**config.mk**
```make
export PLATFORM = sky130hd
export DESIGN_NAME = jbr_outq
export DESIGN_NICKNAME = d
export VERILOG_FILES = /design/src/hw/rtl/jbr_pkg.sv /design/src/hw/rtl/jbr_outq.sv
export SDC_FILE = /design/constraint.sdc
export NUM_CORES = 1
export LEC_CHECK = 0
export ABC_AREA = 1
export BUFFER_PORTS_ARGS = -buffer_cell sky130_fd_sc_hd__buf_4
export CAP_MARGIN = 15
export CORE_UTILIZATION = 48
export CTS_CLUSTER_DIAMETER = 150
export DETAILED_ROUTE_END_ITERATION = 8
export PLACE_DENSITY_LB_ADDON = 0.25
export SLEW_MARGIN = 20
export SYNTH_ARGS = -nofsm -noshare
export SYNTH_HDL_FRONTEND = slang
export SYNTH_SLANG_ARGS = --single-unit
```
**constraint.sdc**
```tcl
create_clock -name clk -period 2.74 [get_ports clk]
set_input_delay 0.685 -clock clk [delete_from_list [all_inputs] [get_ports clk]]
set_output_delay 0.685 -clock clk [all_outputs]
set_load 0.02 [all_outputs]
```
**src/hw/rtl/jbr_pkg.sv**
```systemverilog
package jbr_pkg;

    localparam int FILL_W    = 13;
    localparam int TGT_W     = 12;
    localparam int SAMPLE_W  = 32;
    localparam int REQ_W     = 7;
    localparam int CFG_IDX_W = 2;
    localparam int CFG_W     = 13;

    localparam logic [FILL_W-1:0] CAP_RESET = 13'd4096;
    localparam logic [TGT_W-1:0]  TGT_RESET = 12'd480;
    // largest value the capacity register can hold
    localparam int CAP_REG_MAX = 8191;

    typedef enum logic [1:0] {
        MODE_PUSH  = 2'd0,
        MODE_PULL  = 2'd1,
        MODE_FLUSH = 2'd2,
        MODE_NOP   = 2'd3
    } mode_t;

    typedef enum logic [CFG_IDX_W-1:0] {
        REG_CAPACITY = 2'd0,
        REG_TARGET   = 2'd1,
        REG_UNUSED2  = 2'd2,
        REG_UNUSED3  = 2'd3
    } reg_idx_t;

    typedef enum logic {
        ST_IDLE,
        ST_PULL
    } state_t;

    typedef struct packed {
        logic              last;
        logic              none;
        logic [FILL_W-1:0] fill;
        logic              rdy;
    } res_meta_t;

    typedef struct packed {
        logic      valid;
        res_meta_t meta;
    } issue_t;

endpackage

```
**src/hw/rtl/jbr_outq.sv**
```systemverilog
module jbr_outq
    import jbr_pkg::*;
(
    input  logic                clk,
    input  logic                rst_n,
    input  issue_t              iss,
    input  logic [SAMPLE_W-1:0] rdata,
    output logic                slot_ok,
    output logic                m_tvalid,
    input  logic                m_tready,
    output logic [47:0]         m_tdata,   // sample_out[31:0], fill_level[44:32]
    output logic [1:0]          m_tuser,   // none_delivered[0], ready_res[1]
    output logic                m_tlast
);

    logic                infl_reg;
    res_meta_t           meta_d_reg;
    logic                wr_ptr_reg;
    logic                rd_ptr_reg;
    logic [1:0]          cnt_reg;
    logic [SAMPLE_W-1:0] q_sample_reg [2];
    res_meta_t           q_meta_reg [2];

    logic                pop;
    logic [SAMPLE_W-1:0] arr_sample;
    logic [2:0]          occ;
    res_meta_t           head_meta;

    assign pop        = m_tvalid && m_tready;
    assign m_tvalid   = (cnt_reg != 2'd0);
    assign occ        = {1'b0, cnt_reg} + {2'b00, infl_reg};
    // a new read may go out if its data has a slot when it lands
    assign slot_ok    = pop || (occ < 3'd2);
    assign arr_sample = meta_d_reg.none ? '0 : rdata;
    assign head_meta  = q_meta_reg[rd_ptr_reg];

    always_ff @(posedge clk or negedge rst_n)
    begin
        if (!rst_n)
        begin
            infl_reg   <= 1'b0;
            wr_ptr_reg <= 1'b0;
            rd_ptr_reg <= 1'b0;
            cnt_reg    <= 2'd0;
        end
        else
        begin
            infl_reg <= iss.valid;
            if (infl_reg)
            begin
                wr_ptr_reg <= ~wr_ptr_reg;
            end
            if (pop)
            begin
                rd_ptr_reg <= ~rd_ptr_reg;
            end
            cnt_reg <= 2'(occ - {2'b00, pop});
        end
    end

    always_ff @(posedge clk)
    begin
        meta_d_reg <= iss.meta;
        if (infl_reg)
        begin
            q_sample_reg[wr_ptr_reg] <= arr_sample;
            q_meta_reg[wr_ptr_reg]   <= meta_d_reg;
        end
    end

    assign m_tdata = {3'b000, head_meta.fill, q_sample_reg[rd_ptr_reg]};
    assign m_tuser = {head_meta.rdy, head_meta.none};
    assign m_tlast = head_meta.last;

    a_cnt_range: assert property (@(posedge clk) disable iff (!rst_n)
        cnt_reg != 2'd3)
        else $error("output queue count out of range");

    a_no_overflow: assert property (@(posedge clk) disable iff (!rst_n)
        infl_reg |-> cnt_reg != 2'd2)
        else $error("read data landed on a full output queue");

    a_credit: assert property (@(posedge clk) disable iff (!rst_n)
        occ <= 3'd2)
        else $error("queued plus in-flight items exceed two");

endmodule

```
# [Yosys cells after proc, flatten, opt, wreduce, memory -nomap -nowiden]
# Memory sizes are Yosys's and may differ from the RTL's.
# Cells that the tools add are included.
[classes] addsub=2 magnitude_cmp=1 muxes=3 bitwise_logic=2 reduce_logical=3
[op_table] operator="two-way mux 32 bit" n=1
[op_table] operator="adder 2 x 1 -> 3 bit" n=1
[op_table] operator="less-than comparator 3 x 2 -> 1 bit (second input constant)" n=1
[op_table] operator="two-way mux 1 bit" n=2
[op_table] operator="inverter 1 bit" n=2
[op_table] operator="nonzero test 2 bit" n=1
[op_table] operator="subtractor 2 x 1 -> 2 bit" n=1
[op_table] operator="logical AND 1 bit" n=1
[op_table] operator="logical OR 1 bit" n=1
[word_totals] ff_bits=21 ramBits=96 in_bits=52 output_inout_bits=53 wordCells=21 n_memories=2
[memory_table] name="q_sample_reg" words=2 word_bits=32 read_ports=1 rd_clocked_by_memory_dff=0 wr=1 line_no="jbr_outq.sv:21" rtl="logic [SAMPLE_W-1:0] q_sample_reg [2];"
[memory_table] name="q_meta_reg" words=2 word_bits=16 read_ports=1 rd_clocked_by_memory_dff=0 wr=1 line_no="jbr_outq.sv:22" rtl="res_meta_t q_meta_reg [2];"

# [Longest topological paths before layout]
[logic_depth] word_depth=3 mapped_depth=6

# [Worst setup path before layout]
# Ideal clock, no wire load.
[synth_timing] path_kind="register to register" start="register infl_reg" end="memory q_meta_reg[0][0] (netlist name), enable pin" setup_ps=454 arrival_ps=2455 t_required_ps=2286 path_slack_ps=-169 path_stages_with_launch=3 path_cell_list="dfrtp_1 inv_1 nor2_1"
[synth_between] elab_chain_len=2
[synth_lines] item="from (decl)" line_no="jbr_outq.sv:16" rtl="logic infl_reg;"
[synth_lines] item="from (signal assigned)" line_no="jbr_outq.sv:48" rtl="infl_reg <= iss.valid;"
[synth_lines] item="two-way mux 1 bit" line_no="jbr_outq.sv:64" rtl="if (infl_reg)"
[synth_lines] item="two-way mux 1 bit (not written as such)" line_no="jbr_outq.sv:67" rtl="q_meta_reg[wr_ptr_reg] <= meta_d_reg;"
[synth_lines] item="to (decl)" line_no="jbr_outq.sv:22"
# No other way between the ends.

# [Worst setup path after layout]
[layout_timing] start="register rd_ptr_reg" end="output m_tdata[3]"
[layout_between] elab_chain_len=1
[layout_lines] item="from (decl)" line_no="jbr_outq.sv:19" rtl="logic rd_ptr_reg;"
[layout_lines] item="from (signal assigned)" line_no="jbr_outq.sv:55" rtl="rd_ptr_reg <= ~rd_ptr_reg;"
[layout_lines] item="memory (2 x 32 bit)"
[layout_lines] item="to (decl)" line_no="jbr_outq.sv:11" rtl="output logic [47:0] m_tdata,"
# No other way between the ends.

==> metrics.log <==
INFO  metric status = complete, no violations
INFO  metric syn-mean-instance-area = about 12 sq um
INFO  metric power_per_cell_area = 1130 nW/um^2
INFO  metric layout_common_cells = sky130_fd_sc_hd__nand2_1, sky130_fd_sc_hd__buf_4, sky130_fd_sc_hd__edfxtp_1, sky130_fd_sc_hd__inv_1, sky130_fd_sc_hd__nor2_1
INFO  metric final_setup_fails = 0
INFO  metric synth-edff-count = 96
INFO  metric regToRegSetupSlack = ~1.1 ns
INFO  metric route.vias.total = around 2800
INFO  metric reg2reg_depth = 3
INFO  metric max_slew.worst_pin.slew = between 0.6 and 0.7 ns
INFO  metric clock_power_frac = 0.317
INFO  metric worstHoldEndpoint = meta_d_reg[10]$_DFF_P_
INFO  metric critPathLaunchType = flip-flop
INFO  metric slew_headroom = 0.577
INFO  metric ys.flop_type = sky130_fd_sc_hd__edfxtp_1
INFO  metric route.detailed.vias_per_inst = ~4.6
INFO  metric first_global_vias = about 2800
INFO  metric postRouteAntennaNets = 0
INFO  metric drc_errors = 0
INFO  metric cts_buffers = 17
INFO  metric netSwitchingFraction = 0.336
INFO  metric fp.dieArea = 9450 sq um
INFO  metric synth_area_leader_cell = sky130_fd_sc_hd__edfxtp_1
INFO  metric track_usage = 0.178
INFO  metric synth.top_cell.area_share = 0.662
INFO  metric effective_utilization_at_floorplan = 0.497
INFO  metric detailedPlacementHpwl = between 4000 and 5000 um
INFO  metric cts_sinks = between 100 and 150
INFO  metric timing.final.crit_share = 0.889
INFO  metric clock_insertion_delay_worst_skew = approximately 0.49 ns
INFO  metric antenna-diode-count = 0
INFO  metric postCtsResizedCells = 0
INFO  metric gp_congestion = approximately 0.71
INFO  metric seq_area_frac_synth = 0.765
INFO  metric delay_of_the_slowest_cell_on_the_worst_path = 0.40 ns
INFO  metric die_width = 97.2 um
INFO  metric drv_cap = 0
INFO  metric total_switching_power = between 2 and 2.5 mW
INFO  metric post_synth_main_area_contributors = sky130_fd_sc_hd__edfxtp_1, sky130_fd_sc_hd__nand2_1, sky130_fd_sc_hd__dfxtp_1, sky130_fd_sc_hd__inv_1, sky130_fd_sc_hd__dfrtp_1
INFO  metric initialDrtViolationCount = 137
INFO  metric final.min_clock_period = between 2 and 2.5 ns
INFO  metric crit-reg2reg-launch = infl_reg$_DFF_PN0_
INFO  metric tritoncts_clock_tree = yes
INFO  metric cts.htree.levels = 4
INFO  metric rsz0062_at_grt = false
INFO  metric leakage = 2.68 nW
INFO  metric netlist-cell-type-count = 15
INFO  metric yosysWarnings = 0
INFO  metric cts_root_buf = sky130_fd_sc_hd__clkbuf_8
INFO  metric proportion_of_power_drawn_by_combinational_gates = 0.315
INFO  metric num_io_pins = around 110
INFO  metric number_of_slew_limit_violations_in_the_final_report = 0
INFO  metric timing.hold.worst.start = iss[10]
INFO  metric postSynthRegisterBits = 117
INFO  metric setup.worst_path.class = flip-flop to output pin
INFO  metric standard_cell_row_count = 34
INFO  metric power.internal = approximately 4.3 mW
INFO  metric area_delta_synth_final = 33.4%
INFO  metric commonest_non_fill_non_tap_cell_in_the_layout = sky130_fd_sc_hd__nand2_1
INFO  metric post_cts_hold_buffer_count = 1
INFO  metric antenna_violations_before_repair = 0
INFO  metric cp_max_fo = 27
INFO  metric drt_first_pass_iters = 4
INFO  metric synth-async-reset-ratio = 0.0427
INFO  metric grt_pass1_wl = about 13000 um
INFO  metric ratio_of_cells_with_drive_above_1_in_the_final_layout = 0.291
INFO  metric worstHoldPathCells = 1
INFO  metric post_cts_buffers = 0
INFO  metric clk_pin_slew = 0.06 ns
INFO  metric area_used_by_sequential_logic_in_the_layout = ~3300 sq um
INFO  metric io_buffers = about 100
INFO  metric cp.required = about 2 ns
INFO  metric crit_path_end_kind = output pin
INFO  metric timing.setup.tns = 0 ns
INFO  metric finalNetCount = 533
INFO  metric post-route-worst-setup-slack = 0.304 ns
INFO  metric grt_max_degree = 50
INFO  metric dp_cell_count = approximately 570
INFO  metric hold_viol = 0
INFO  metric clockBufferDepth = 2
INFO  metric critical-path-slowest-cell = sky130_fd_sc_hd__dfrtp_2
INFO  metric rr_endpoint = q_sample_reg[1][13]$_DFFE_PP_
INFO  metric grt_remaining_overflow = 0
INFO  metric layout.filler_cells = about 650
INFO  metric fp.coreArea = about 8800 sq um
INFO  metric pre_cts_ws = 0.788 ns
INFO  metric max_clock_freq = slightly above 0.4 GHz
INFO  metric drt-total-wl = ~7800 um
INFO  metric final.setup_skew = a little under 0.008 ns
INFO  metric syn-cell-area = ~4400 sq um
INFO  metric multi_input_comb_area = ~770 sq um
INFO  metric number_of_flip_flops_in_the_largest_register = 64
INFO  metric cp_data_arrival_time = 1.75 ns
INFO  metric seq_power_share = 0.368
INFO  metric path_common_cell = sky130_fd_sc_hd__nand2_1
INFO  metric postPlaceCellArea = approximately 5200 sq um
INFO  metric die_boundary_height = 97.2 um
INFO  metric max-vdd-ir-drop = about 0.67 mV
INFO  metric synth_cells = between 300 and 400
INFO  metric min-delay-path-class = primary input to flip-flop
INFO  metric average_routed_wire_per_standard_cell = between 10 and 15 um
INFO  metric layout.cells.non_filler = about 600
INFO  metric postLayoutCellArea = between 5000 and 6000 sq um
INFO  metric worstPathCellList = inv_2 > buf_12 > nand2_1 > nand2_1 > buf_4
==> per-stage QoR <==
stage / utilization / hold WS, ns / total power [mW]
4_1_cts: 0.663 / 0.267 / 6.62
5_1_grt: 0.663 / 0.256 / 6.89
2_1_floorplan: - / 0.389 / 3.67
3_3_place_gp: 0.595 / 0.406 / 4.49
6_report: 0.663 / 0.290 / 6.54
3_5_place_dp: 0.595 / 0.417 / 4.53
==> cell type report <==
cell class,count,area share
flip-flops and latches,117,0.573
repair buffers,108,0.144
multi-input cells,192,0.132
clock buffers,18,0.0756
inverters,42,0.0271
clock inverters,14,0.0241
well taps,108,0.0233
==> how the worst max path moves through the flow <==
stage	start	endpoint	slack (ns)	cells past startpoint
after floorplan	infl_reg$_DFF_PN0_	q_meta_reg[0][0]$_DFFE_PP_	0.65	2
after global placement	rd_ptr_reg$_DFFE_PN0P_	m_tdata[3]	0.81	5
after detailed placement	rd_ptr_reg$_DFFE_PN0P_	m_tdata[3]	0.79	5
after CTS	rd_ptr_reg$_DFFE_PN0P_	m_tdata[3]	0.26	5
after global routing	rd_ptr_reg$_DFFE_PN0P_	m_tdata[3]	0.18	5
final	rd_ptr_reg$_DFFE_PN0P_	m_tdata[3]	0.30	5
==> power by group through the flow <==
stage,registers [mW],logic (mW),clock network [mW]
finish,2.40,2.06,2.07
floorplan,2.42,1.25,0
detailed placement,2.44,2.09,0
global placement,2.42,2.07,0
global route,2.43,2.26,2.20
CTS,2.41,2.10,2.11
==> synth_stat cells, types with 2 or more instances <==
library cell and instances:
sky130_fd_sc_hd__buf_2 10, sky130_fd_sc_hd__buf_4 4, sky130_fd_sc_hd__buf_6 3, sky130_fd_sc_hd__dfrtp_1 5, sky130_fd_sc_hd__dfxtp_1 16, sky130_fd_sc_hd__edfxtp_1 96, sky130_fd_sc_hd__ha_1 3, sky130_fd_sc_hd__inv_1 41
sky130_fd_sc_hd__nand2_1 149, sky130_fd_sc_hd__nor2_1 33, sky130_fd_sc_hd__xor2_1 2
==> per-layer routing <==
metal | share of wire | global-route usage | vias up
li1 | - | - | 1387
met2 | 0.49 | 0.291 | 93
met4 | 0.0061 | 0.0509 | 0
met3 | 0.060 | 0.0590 | 6
met5 | 0 | 0 | -
met1 | 0.44 | 0.230 | 1280
==> worst max-delay path: cells and delay by family (launching register included) <==
| family | cells | cell delay (ns) |
|---|---|---|
| flops | 1 | 0.40 |
| simple gates | 2 | 0.16 |
| buf+inv | 3 | 0.70 |
==> logic make-up (layout without fill, tap and decap cells) <==
kind of cell / after synthesis / count (layout) / share of synthesized area
simple gates: 183 / 183 / 0.158
fa+ha+maj: 3 / 3 / 0.00863
other cells: 1 / 3 / 0.000862
compound gates: 1 / 1 / 0.00115
xor+xnor: 2 / 2 / 0.00403
buf+inv: 59 / 182 / 0.0624
flops: 117 / 117 / 0.765
(Power assumes the default switching activity.)
