`src/hw/rtl/jbr_pkg.sv`:
```
package jbr_pkg;

    localparam int FILL_W    = 13;
    localparam int TGT_W     = 12;
    localparam int SAMPLE_W  = 32;
    localparam int REQ_W     = 7;
    localparam int CFG_IDX_W = 2;
    localparam int CFG_W     = 13;

    localparam logic [FILL_W-1:0] CAP_RESET = 13'd4096;
    localparam logic [TGT_W-1:0]  TGT_RESET = 12'd480;
    // largest value the capacity register can hold
    localparam int CAP_REG_MAX = 8191;

    typedef enum logic [1:0] {
        MODE_PUSH  = 2'd0,
        MODE_PULL  = 2'd1,
        MODE_FLUSH = 2'd2,
        MODE_NOP   = 2'd3
    } mode_t;

    typedef enum logic [CFG_IDX_W-1:0] {
        REG_CAPACITY = 2'd0,
        REG_TARGET   = 2'd1,
        REG_UNUSED2  = 2'd2,
        REG_UNUSED3  = 2'd3
    } reg_idx_t;

    typedef enum logic {
        ST_IDLE,
        ST_PULL
    } state_t;

    typedef struct packed {
        logic              last;
        logic              none;
        logic [FILL_W-1:0] fill;
        logic              rdy;
    } res_meta_t;

    typedef struct packed {
        logic      valid;
        res_meta_t meta;
    } issue_t;

endpackage

```
`src/hw/rtl/jbr_ctrl.sv`:
```
module jbr_ctrl
    import jbr_pkg::*;
#(
    parameter int DEPTH    = 4096,
    parameter int MAX_PULL = 64,
    parameter int AW       = 12
)
(
    input  logic                 clk,
    input  logic                 rst_n,
    input  logic                 s_tvalid,
    output logic                 s_tready,
    input  logic [1:0]           mode,
    input  logic [SAMPLE_W-1:0]  sample_in,
    input  logic [REQ_W-1:0]     request_count,
    input  logic                 cfg_we,
    input  logic [CFG_IDX_W-1:0] cfg_index,
    input  logic [CFG_W-1:0]     cfg_wdata,
    input  logic                 slot_ok,
    output logic                 mem_we,
    output logic [AW-1:0]        mem_waddr,
    output logic [SAMPLE_W-1:0]  mem_wdata,
    output logic                 mem_re,
    output logic [AW-1:0]        mem_raddr,
    output issue_t               iss
);

    localparam int SW         = ((AW > FILL_W) ? AW : FILL_W) + 1;
    localparam int DEPTH_CLIP = (DEPTH > CAP_REG_MAX) ? CAP_REG_MAX : DEPTH;
    localparam logic [FILL_W-1:0] DEPTH_C = FILL_W'(DEPTH_CLIP);
    localparam logic [REQ_W-1:0]  MAX_C   = REQ_W'(MAX_PULL);

    state_t            state_reg,   state_next;
    logic [AW-1:0]     head_reg,    head_next;
    logic [FILL_W-1:0] fill_reg,    fill_next;
    logic              started_reg, started_next;
    logic [REQ_W-1:0]  cnt_reg,     cnt_next;
    logic              empty_reg,   empty_next;
    logic [FILL_W-1:0] cap_cfg_reg, cap_cfg_next;
    logic [TGT_W-1:0]  tgt_cfg_reg, tgt_cfg_next;

    logic [TGT_W-1:0]  eff_tgt;
    logic [FILL_W-1:0] cap_a, cap_b, eff_cap;
    logic [SW-1:0]     pos_sum, pos_wrap, h_sum;
    logic [AW-1:0]     h_inc;
    logic [REQ_W-1:0]  req_sat;
    logic              s_accept;
    logic              full;
    logic              gate_shut;
    logic [FILL_W-1:0] fill_dec;
    mode_t             mode_e;
    reg_idx_t          idx_e;

    // effective target and capacity
    always_comb
    begin
        eff_tgt = (tgt_cfg_reg == '0) ? TGT_W'(1) : tgt_cfg_reg;
        cap_a   = (cap_cfg_reg > DEPTH_C) ? DEPTH_C : cap_cfg_reg;
        cap_b   = (cap_a <= {1'b0, eff_tgt}) ? ({1'b0, eff_tgt} + FILL_W'(1)) : cap_a;
        eff_cap = (cap_b > DEPTH_C) ? DEPTH_C : cap_b;
    end

    // ring arithmetic: head < cap and fill <= cap, so one subtract wraps
    always_comb
    begin
        pos_sum  = SW'(head_reg) + SW'(fill_reg);
        pos_wrap = (pos_sum >= SW'(eff_cap)) ? (pos_sum - SW'(eff_cap)) : pos_sum;
        h_sum    = SW'(head_reg) + SW'(1);
        h_inc    = (h_sum >= SW'(eff_cap)) ? '0 : h_sum[AW-1:0];
    end

    assign s_accept  = s_tvalid && s_tready;
    assign s_tready  = (state_reg == ST_IDLE);
    assign full      = (fill_reg == eff_cap);
    assign req_sat   = (request_count > MAX_C) ? MAX_C : request_count;
    assign gate_shut = !started_reg && (fill_reg < {1'b0, eff_tgt});
    assign fill_dec  = fill_reg - FILL_W'(1);
    assign mode_e    = mode_t'(mode);
    assign idx_e     = reg_idx_t'(cfg_index);

    always_ff @(posedge clk or negedge rst_n)
    begin
        if (!rst_n)
        begin
            state_reg   <= ST_IDLE;
            head_reg    <= '0;
            fill_reg    <= '0;
            started_reg <= 1'b0;
            cnt_reg     <= '0;
            empty_reg   <= 1'b0;
            cap_cfg_reg <= CAP_RESET;
            tgt_cfg_reg <= TGT_RESET;
        end
        else
        begin
            state_reg   <= state_next;
            head_reg    <= head_next;
            fill_reg    <= fill_next;
            started_reg <= started_next;
            cnt_reg     <= cnt_next;
            empty_reg   <= empty_next;
            cap_cfg_reg <= cap_cfg_next;
            tgt_cfg_reg <= tgt_cfg_next;
        end
    end

    always_comb
    begin
        state_next   = state_reg;
        head_next    = head_reg;
        fill_next    = fill_reg;
        started_next = started_reg;
        cnt_next     = cnt_reg;
        empty_next   = empty_reg;
        cap_cfg_next = cap_cfg_reg;
        tgt_cfg_next = tgt_cfg_reg;
        mem_we       = 1'b0;
        mem_waddr    = pos_wrap[AW-1:0];
        mem_wdata    = sample_in;
        mem_re       = 1'b0;
        mem_raddr    = head_reg;
        iss          = '0;

        unique case (state_reg)
            ST_IDLE:
            begin
                if (s_accept)
                begin
                    unique case (mode_e)
                        MODE_PUSH:
                        begin
                            mem_we = 1'b1;
                            if (full)
                            begin
                                head_next = h_inc;
                            end
                            else
                            begin
                                fill_next = fill_reg + FILL_W'(1);
                            end
                        end
                        MODE_PULL:
                        begin
                            state_next = ST_PULL;
                            empty_next = (req_sat == '0) || gate_shut || (fill_reg == '0);
                            cnt_next   = (fill_reg < FILL_W'(req_sat)) ?
                                         REQ_W'(fill_reg) : req_sat;
                        end
                        MODE_FLUSH:
                        begin
                            head_next    = '0;
                            fill_next    = '0;
                            started_next = 1'b0;
                        end
                        MODE_NOP:
                        begin
                        end
                    endcase
                end
            end
            ST_PULL:
            begin
                if (slot_ok)
                begin
                    iss.valid = 1'b1;
                    if (empty_reg)
                    begin
                        iss.meta.last = 1'b1;
                        iss.meta.none = 1'b1;
                        iss.meta.fill = fill_reg;
                        iss.meta.rdy  = (fill_reg >= {1'b0, eff_tgt});
                        state_next    = ST_IDLE;
                    end
                    else
                    begin
                        mem_re        = 1'b1;
                        head_next     = h_inc;
                        fill_next     = fill_dec;
                        cnt_next      = cnt_reg - REQ_W'(1);
                        iss.meta.fill = fill_dec;
                        iss.meta.rdy  = (fill_dec >= {1'b0, eff_tgt});
                        iss.meta.last = (cnt_reg == REQ_W'(1));
                        if (cnt_reg == REQ_W'(1))
                        begin
                            started_next = 1'b1;
                            state_next   = ST_IDLE;
                        end
                    end
                end
            end
            default:
            begin
                state_next = ST_IDLE;
            end
        endcase

        // a write to the capacity or target register empties the ring
        if (cfg_we)
        begin
            unique case (idx_e)
                REG_CAPACITY:
                begin
                    cap_cfg_next = cfg_wdata;
                    head_next    = '0;
                    fill_next    = '0;
                end
                REG_TARGET:
                begin
                    tgt_cfg_next = cfg_wdata[TGT_W-1:0];
                    head_next    = '0;
                    fill_next    = '0;
                end
                REG_UNUSED2, REG_UNUSED3:
                begin
                end
            endcase
        end
    end

    a_head_in_ring: assert property (@(posedge clk) disable iff (!rst_n)
        SW'(head_reg) < SW'(eff_cap))
        else $error("head index outside the ring");

    a_pull_count: assert property (@(posedge clk) disable iff (!rst_n)
        (state_reg == ST_PULL && !empty_reg) |-> cnt_reg != '0)
        else $error("pull running with nothing left to deliver");

    a_last_ends: assert property (@(posedge clk) disable iff (!rst_n)
        (iss.valid && iss.meta.last) |=> state_reg == ST_IDLE)
        else $error("pull still running after its last item");

endmodule

```
`config.mk`:
```
export PLATFORM = sky130hd
export DESIGN_NAME = jbr_ctrl
export DESIGN_NICKNAME = d
export VERILOG_FILES = /design/src/hw/rtl/jbr_pkg.sv /design/src/hw/rtl/jbr_ctrl.sv
export SDC_FILE = /design/constraint.sdc
export NUM_CORES = 1
export LEC_CHECK = 0
export ABC_AREA = 1
export BUFFER_PORTS_ARGS = -buffer_cell sky130_fd_sc_hd__buf_2
export CORE_UTILIZATION = 35
export DETAILED_ROUTE_END_ITERATION = 8
export SYNTH_ARGS = -nofsm -noshare
export SYNTH_HDL_FRONTEND = slang
export SYNTH_SLANG_ARGS = --single-unit
```
`constraint.sdc`:
```
create_clock -name clk -period 4.75 [get_ports clk]
set_input_delay 0.95 -clock clk [delete_from_list [all_inputs] [get_ports clk]]
set_output_delay 0.95 -clock clk [all_outputs]
set_load 0.02 [all_outputs]
```
* Word level (Yosys, flattened, before mapping)
Index checks and enable logic that the tools add are counted.
** Word-level totals
- Register bits :: 60
- Bits of input ports :: 61
- Output and inout bits :: 76
- Logic and storage cells :: 105
** Operators by class
- $add $sub $neg :: 7
- Magnitude comparators :: 10
- Equal/unequal tests :: 11
- Multiplexer cells :: 52
- Bitwise gates (word level) :: 1
- Reduce and logical (&&, ||, !) cells :: 16
** Operator list (count)
- 13-bit 2-to-1 mux :: 9
- 12-bit 2-to-1 mux :: 9
- 13-bit one-hot mux with 2 select lines :: 2
- 12-bit one-hot mux with 2 select lines :: 2
- 7-bit 2-to-1 mux :: 6
- 17-bit 2-to-1 mux :: 2
- 12-bit by 1-bit adder with 13-bit output, second input constant :: 2
- 13-bit by 12-bit >= comparator with 1-bit output :: 2
- 13-bit greater-than comparator, second input constant :: 2
- 1-bit 2-to-1 mux :: 18
- 12-bit by 13-bit adder with 14-bit output :: 1
- 14-bit by 13-bit >= comparator with 1-bit output :: 1
- 14-bit 2-to-1 mux :: 1
- 7-bit one-hot mux with 2 select lines :: 1
- 13-bit by 1-bit adder with 13-bit output, second input constant :: 1
- 13-bit == test :: 1
- 13-bit >= comparator :: 1
- 13-bit by 12-bit <= comparator with 1-bit output :: 1
- 13-bit zero test :: 1
- 13-bit by 12-bit < comparator with 1-bit output :: 1
- 13-bit by 7-bit < comparator with 1-bit output :: 1
- 13-bit by 1-bit subtractor with 13-bit output, second input constant :: 1
- 12-bit zero test :: 1
- 12-bit subtractor :: 1
- 19 further kinds :: 29

* Longest topological paths before layout
Gate-level depths: netlist of the first run.
- Word-level depth :: 14
- Mapped depth :: 31
- Mapped depth without buffers :: 31

* Worst setup path before layout of the first run
No wires, ideal clock.
- Path kind :: flip-flop to output port
- Start point :: register cap_cfg_reg[4]
- End point :: output mem_waddr[0]
- Data arrival time :: 4.049 ns
- Required time :: 3.800 ns
- Path slack :: -0.249 ns
- Cell stages (with the launch flop) :: 28
- Buffers on the path :: 1
- Cell sequence :: dfrtp_1 nor2_1 nand2_1 nor2_1 nand2_1 nand2_1 nand2_1 inv_1 ha_1 nand2_1 nand2_1 nand2_1 nand2_1 a21oi_4 nand2_4 nand2_4 nand2_1 nand2_1 inv_1 fa_1 o21ai_0 inv_1 o21ai_0 nand2_1 nand3_1 inv_1 clkbuf_1 o21ai_0
** Between the ends
- Word-level cells in the longest chain between the ends :: 8
- Elaborated cells on any way between the ends :: 9
- Classes of those cells :: add/sub (1); order compare (4); mux (4)
** RTL lines
- from (decl) :: line jbr_ctrl.sv:39 : logic [FILL_W-1:0] cap_cfg_reg, cap_cfg_next;
- from (signal assigned) :: line jbr_ctrl.sv:102 : cap_cfg_reg <= cap_cfg_next;
- 13-bit greater-than comparator :: line jbr_ctrl.sv:58 : cap_a = (cap_cfg_reg > DEPTH_C) ? DEPTH_C : cap_cfg_reg;
- 13-bit 2-to-1 mux * :: line jbr_ctrl.sv:58
- 13-bit by 12-bit <= comparator with 1-bit output :: line jbr_ctrl.sv:59 : cap_b = (cap_a <= {1'b0, eff_tgt}) ? ({1'b0, eff_tgt} + FILL_W'(1)) : cap_a;
- 13-bit 2-to-1 mux * :: line jbr_ctrl.sv:59
- 13-bit greater-than comparator :: line jbr_ctrl.sv:60 : eff_cap = (cap_b > DEPTH_C) ? DEPTH_C : cap_b;
- 13-bit 2-to-1 mux * :: line jbr_ctrl.sv:60
- 12-bit subtractor or 14-bit by 13-bit >= comparator with 1-bit output (tied branches) :: line jbr_ctrl.sv:67 : pos_wrap = (pos_sum >= SW'(eff_cap)) ? (pos_sum - SW'(eff_cap)) : pos_sum;
- 12-bit 2-to-1 mux * :: line jbr_ctrl.sv:67
- to (decl) :: line jbr_ctrl.sv:21 : output logic [AW-1:0] mem_waddr,
Every way passes the cells marked *; elsewhere a longest branch is shown, timed or not.

* Worst setup path in the final report of the first run
- Start point :: register cap_cfg_reg[5]
- End point :: output mem_waddr[11]
The elaborated chain is that of the path after synthesis.

==> results of run 1 <==
-- synth_stat cells (all sizes together), types with 17 or more instances --
master  number  area share [%]
xor2        33             3.6
ha          86              13
o211ai      25             2.3
nand3       80             5.2
nand2      346              16
clkbuf      30             1.4
nor3        17             1.2
a21oi       93             5.9
buf         44             4.0
o21ai      100             6.2
nor2       134             6.7
nand4       22             1.7
dfrtp       55              17
inv        171             8.0
-- routing by layer --
layer	wire, um	track usage (%)
met1	13600	33.7
met2	14700	42.8
met3	1960	3.45
met4	1300	9.90
met5	0	0
-- worst paths after layout --
| kind | from | slack [ns] | cells after the start | endpoint |
|---|---|---|---|---|
| worst max-delay path | cap_cfg_reg[5]$_DFFE_PN0P_ | -0.48 | 28 | mem_waddr[11] |
| worst min-delay path | cap_cfg_reg[10]$_DFFE_PN0P_ | 0.48 | 2 | cap_cfg_reg[10]$_DFFE_PN0P_ |
| worst max register to register | cap_cfg_reg[5]$_DFFE_PN0P_ | -0.35 | 37 | fill_reg[0]$_DFF_PN0_ |
| worst min register to register | cap_cfg_reg[10]$_DFFE_PN0P_ | 0.48 | 2 | cap_cfg_reg[10]$_DFFE_PN0P_ |
| max in group asynchronous | rst_n | 3.18 | 2 | fill_reg[5]$_DFF_PN0_ |
| min in group asynchronous | rst_n | 0.64 | 1 | cnt_reg[2]$_DFFE_PN0P_ |
-- what timing repair did --
item                       CTS  global route
setup endpoints to repair   12            38
cloned                       0             4
buffers inserted            34            17
pin swaps                   39            64
resized for setup           86           154
-- metrics by stage --
step	total power, mW	hold slack [ns]
finish	10.3	0.483
global route	11.0	0.534
CTS	8.79	0.489
detailed placement	7.51	0.473
global placement	7.43	0.467
floorplan	4.95	0.453
-- where the power goes --
| group | internal [mW] | switching (mW) | total, mW | leakage, nW |
|---|---|---|---|---|
| Combinational | 3.81 | 4.88 | 8.69 | 5.06 |
| Clock | 0.420 | 0.274 | 0.693 | 0.144 |
| Sequential | 0.685 | 0.197 | 0.882 | 0.746 |
| Total | 4.91 | 5.35 | 10.3 | 5.95 |
-- worst min-delay path: stages, from the launching register on --
cell and delay [ns]:
dfrtp_1 0.34, nand2_1 0.05, o21ai_0 0.06
-- kinds of logic (layout without fill, tap and decap cells) --
group / count (synthesis) / count (layout) / synth area share [%]
xor+xnor: 41 / 41 / 4.43
buf+inv: 250 / 477 / 13.6
compound gates: 250 / 250 / 17.2
fa+ha+maj: 88 / 88 / 13.8
flops: 60 / 60 / 18.6
simple gates: 615 / 618 / 32.4
-- area by class of cell --
type | instances | area [um2]
clock buffers | 10 | 239
clock inverters | 6 | 63.8
fillers | 2289 | 11400
inverters | 176 | 671
multi-input cells | 997 | 6360
flip-flops and latches | 60 | 1510
well taps | 285 | 357
repair buffers | 285 | 2090
==> impl_results.md, run 1 <==
* Die Wd at 154 um
* Top FF cell, synth: dfrtp_1
* Syn_area_per_cell at 6.22 um2
* Sequential-to-total area share from yosys stat at 18.6%
* Min setup slack post-route at -0.484 ns
* Hold buffers post-CTS at 0
* Util after Layout at 49.7%
* Max frequency at 191 MHz
* Worst Max-Slew Pin Slew at 0.776 ns
* Violated checks: setup timing
* Worst relative slew slack at 48.1%
* Critical path type: reg2out
* Commonest non-fill, non-tap cells in the layout: nand2_1 (291), buf_4 (200), inv_1 (156)
* Max incr delay on CP at 0.37 ns
* RSZ-0062 raised after global routing: yes
* Tmin final at 5.23 ns
* Top delay family on crit path: simple AND/OR/NAND/NOR gates
* Largest net degree at the start of global routing at 46
* Hold Crit Class: reg2reg
* Nets@finish at 1678
* Max Cap Viol at 0
* Layout cells sized above 1 at 31.7%
* Vias at 9636
* Most common cell after layout, fill and taps aside: nand2_1
* Final hold violations at 0
* Startpoint Class: register
* DR vias/cell at 5.30
* Input/output buffers at 72
* Area after DPL at 9620 um2
* TNS Setup at -11.17 ns
* Overflow after GRT at 0
* Fraction of registers with async set/reset at 100%
* Average wire per standard cell at 17.3 um
* Initial antenna violation count at 0
* Number of global-route vias before repair at 8918
* Post-DP HPWL at 23.4 mm
* Post-Place Worst Slack at -0.486 ns
* Final setup viols at 37
* Critical path endpoint category: output pin
* Post-Synthesis Net Count at 1453
* DR pass1 iterations at 5
* H-Tree Depth at 3
* Starting Density at 35.7%
* Most common cell on crit path: nand2_1
* Synth warn at 0
* CTS max path bufs at 2
* Placed insts at 1749
* CP required at 3.80 ns
* WP buf/inv at 3
* Syn-to-layout area delta at 39.2%
* Count of different cell masters after synthesis at 48
* DRT Wirelength at 31.5 mm
* Clock-pin slew on the worst setup and hold paths at 0.06 ns
* Diode count at 0
* Root buf cell: clkbuf_16
* Layout Cells excl Fill at 1819
* Yosys reg bits at 60
* Slowest cell on crit path: dfrtp_1
* Core footprint at 22700 um2
* Site row count at 55
* Finished layout cell area at 11300 um2
* P_leak at 5.95 nW
* Power Dens Cells at 909 nW/um2
* GRT Util Overall at 25.7%
* CTS tree: done
* CTS sink cnt at 60
* First-pass GRT wire length at 47.5 mm
* Post-DRT Antenna Nets at 0
* Worst Clk Skew at 0.0108 ns
* IO Pins at 137
* Placer congestion estimate at 0.954
* Die area at 23800 um2
* CTS buffer count at 9
* Worst-skew pair later-pin latency at 0.35 ns
* DRT iter0 DRCs at 768
* VDD IR-drop max at 595 uV
* Max Slew Vio Count at 0
* Drt drc at 0
* Status: complete, but fails checks
* Syn Std Cell Area at 8110 um2
* Final Cycle Share at 110%
* Post-synthesis cell count at 1304
* Die Y at 154 um
* Worst Path Max Fanout at 8
* CP Data Arrival Time at 4.28 ns
* EDFF count, synth at 0
(Power assumes the default switching activity.)
==> run 2: changes to the inputs <==
--- a/config.mk
+++ b/config.mk
@@ -7,7 +7,7 @@
 export LEC_CHECK = 0
 export ABC_AREA = 1
 export BUFFER_PORTS_ARGS = -buffer_cell sky130_fd_sc_hd__buf_2
-export CORE_UTILIZATION = 35
+export CORE_UTILIZATION = 40
 export DETAILED_ROUTE_END_ITERATION = 8
 export SYNTH_ARGS = -nofsm -noshare
 export SYNTH_HDL_FRONTEND = slang
==> impl_results.md, run 2 (synthesis results as in run 1) <==
* Syn-to-layout area delta at 41.1%
* Max incr delay on CP at 0.38 ns
* DR pass1 iterations at 8
* Worst Path Max Fanout at 8
* Startpoint Class: register
* Final setup viols at 37
* Initial antenna violation count at 0
* Multi-input logic area at 6410 um2
* Hold Crit Class: reg2reg
* Vias at 9852
* Post-DP HPWL at 22.9 mm
* Clock-pin slew on the worst setup and hold paths at 0.06 ns
* DRT Wirelength at 32.9 mm
* Die Wd at 144 um
* Tmin final at 5.39 ns
* Overflow after GRT at 0
* H-Tree Depth at 3
* Critical path type: reg2out
* Max Cap Viol at 0
* Placed insts at 1723
* CTS max path bufs at 2
* Power Dens Cells at 907 nW/um2
* Placer congestion estimate at 0.995
* Crit path from: cap_cfg_reg[2]$_DFFE_PN0P_
* Final Cycle Share at 113%
* IO Pins at 137
* Nets@finish at 1683
* Violated checks: setup timing
* Root buf cell: clkbuf_16
* CTS buffer count at 9
* VDD IR-drop max at 564 uV
* Starting Density at 41.3%
* Core footprint at 19700 um2
* Status: complete, but fails checks
* WHS at 0.488 ns
* Worst R2R Setup Slack at -0.49 ns
* Number of global-route vias before repair at 9157
* First-pass GRT wire length at 48.5 mm
* Max Slew Vio Count at 0
* Most common cell after layout, fill and taps aside: nand2_1
* Min setup slack post-route at -0.637 ns
* Critical path endpoint category: output pin
* RSZ-0062 raised after global routing: yes
* CTS sink cnt at 60
* Final hold violations at 0
* DRT iter0 DRCs at 788
* Drt drc at 0
* Die Y at 144 um
* Post-DRT Antenna Nets at 0
* Average wire per standard cell at 18.2 um
* Max frequency at 186 MHz
* Commonest non-fill, non-tap cells in the layout: nand2_1 (293), buf_4 (200), inv_1 (156)
* GRT Util Overall at 30.8%
* P_leak at 6.02 nW
* Worst hold path startpoint: cap_cfg_reg[9]$_DFFE_PN0P_
* CP required at 3.80 ns
* TNS Setup at -16.94 ns
* Diode count at 0
* Slowest cell on crit path: dfrtp_1
* Worst Clk Skew at 0.0135 ns
* Die area at 20900 um2
* CTS tree: done
* Worst Max-Slew Pin Slew at 0.994 ns
* Sequential cell area at 1510 um2
* Site row count at 51
* Input/output buffers at 72
* CP Data Arrival Time at 4.44 ns
* Layout Cells excl Fill at 1804
* Worst-skew pair later-pin latency at 0.36 ns
* Fill cell count at 1903
* Worst relative slew slack at 33.6%
* Layout cells sized above 1 at 31.6%
* Largest net degree at the start of global routing at 46
* Worst R2R Start: cap_cfg_reg[2]$_DFFE_PN0P_
* DR vias/cell at 5.46
* Post-Place Worst Slack at -0.373 ns
-- run 2: final cells by class --
type | count | share of cell area, %
Clock buffer | 13 | 2.36
Clock inverter | 3 | 0.590
Inverter | 176 | 6.00
Multi-Input combinational cell | 997 | 56.0
Sequential cell | 60 | 13.2
Tap cell | 265 | 2.90
Timing Repair Buffer | 290 | 19.0
-- run 2: power breakdown --
group,internal [mW],switching (mW)
clock,0.503,0.284
sequential,0.685,0.214
combinational,3.77,4.92
-- run 2: final timing paths --
check                                             end  cells past startpoint
max                                      mem_waddr[8]                     29
min                        cap_cfg_reg[9]$_DFFE_PN0P_                      2
max reg2reg                    mem_raddr[7]$_DFF_PN0_                     38
min reg2reg                cap_cfg_reg[9]$_DFFE_PN0P_                      2
max in group asynchronous  tgt_cfg_reg[5]$_DFFE_PN1P_                      2
min in group asynchronous      mem_raddr[4]$_DFF_PN0_                      1
-- run 2: worst max-delay path, delay by kind of cell, from the launching register on --
family                   cells  cell delay (ns)
buffers and inverters        6             0.72
AND/OR/NAND/NOR             16             1.55
adder cells (fa/ha/maj)      3             0.82
flip-flops                   1             0.38
XOR/XNOR                     1             0.11
AO/OA/AOI/OAI                3             0.52
-- run 2: timing repair --
item,4_1_cts,5_1_grt
hold endpoints to repair,0,0
buffers inserted,45,15
gates resized for setup,163,87
hold buffers,0,0
pin swaps,65,48
endpoints found under the setup margin,12,38
cloned,2,3
-- run 2: layer usage --
layer	vias up	part of all wire [%]	GRT usage, %
met5	-	0	0
met4	0	5.1	16.0
met3	122	7.1	4.60
met2	454	47	52.4
met1	4548	41	37.6
li1	4728	-	-
-- run 2: through the flow --
step | area (um2) | util (%) | power, mW
after global placement | 9560 | 48.6 | 7.31
after detailed placement | 9560 | 48.6 | 7.36
after floorplan | 8120 | - | 4.95
after CTS | 10900 | 55.5 | 9.40
final | 11400 | 58.2 | 10.4
after global routing | 11400 | 58.2 | 11.1
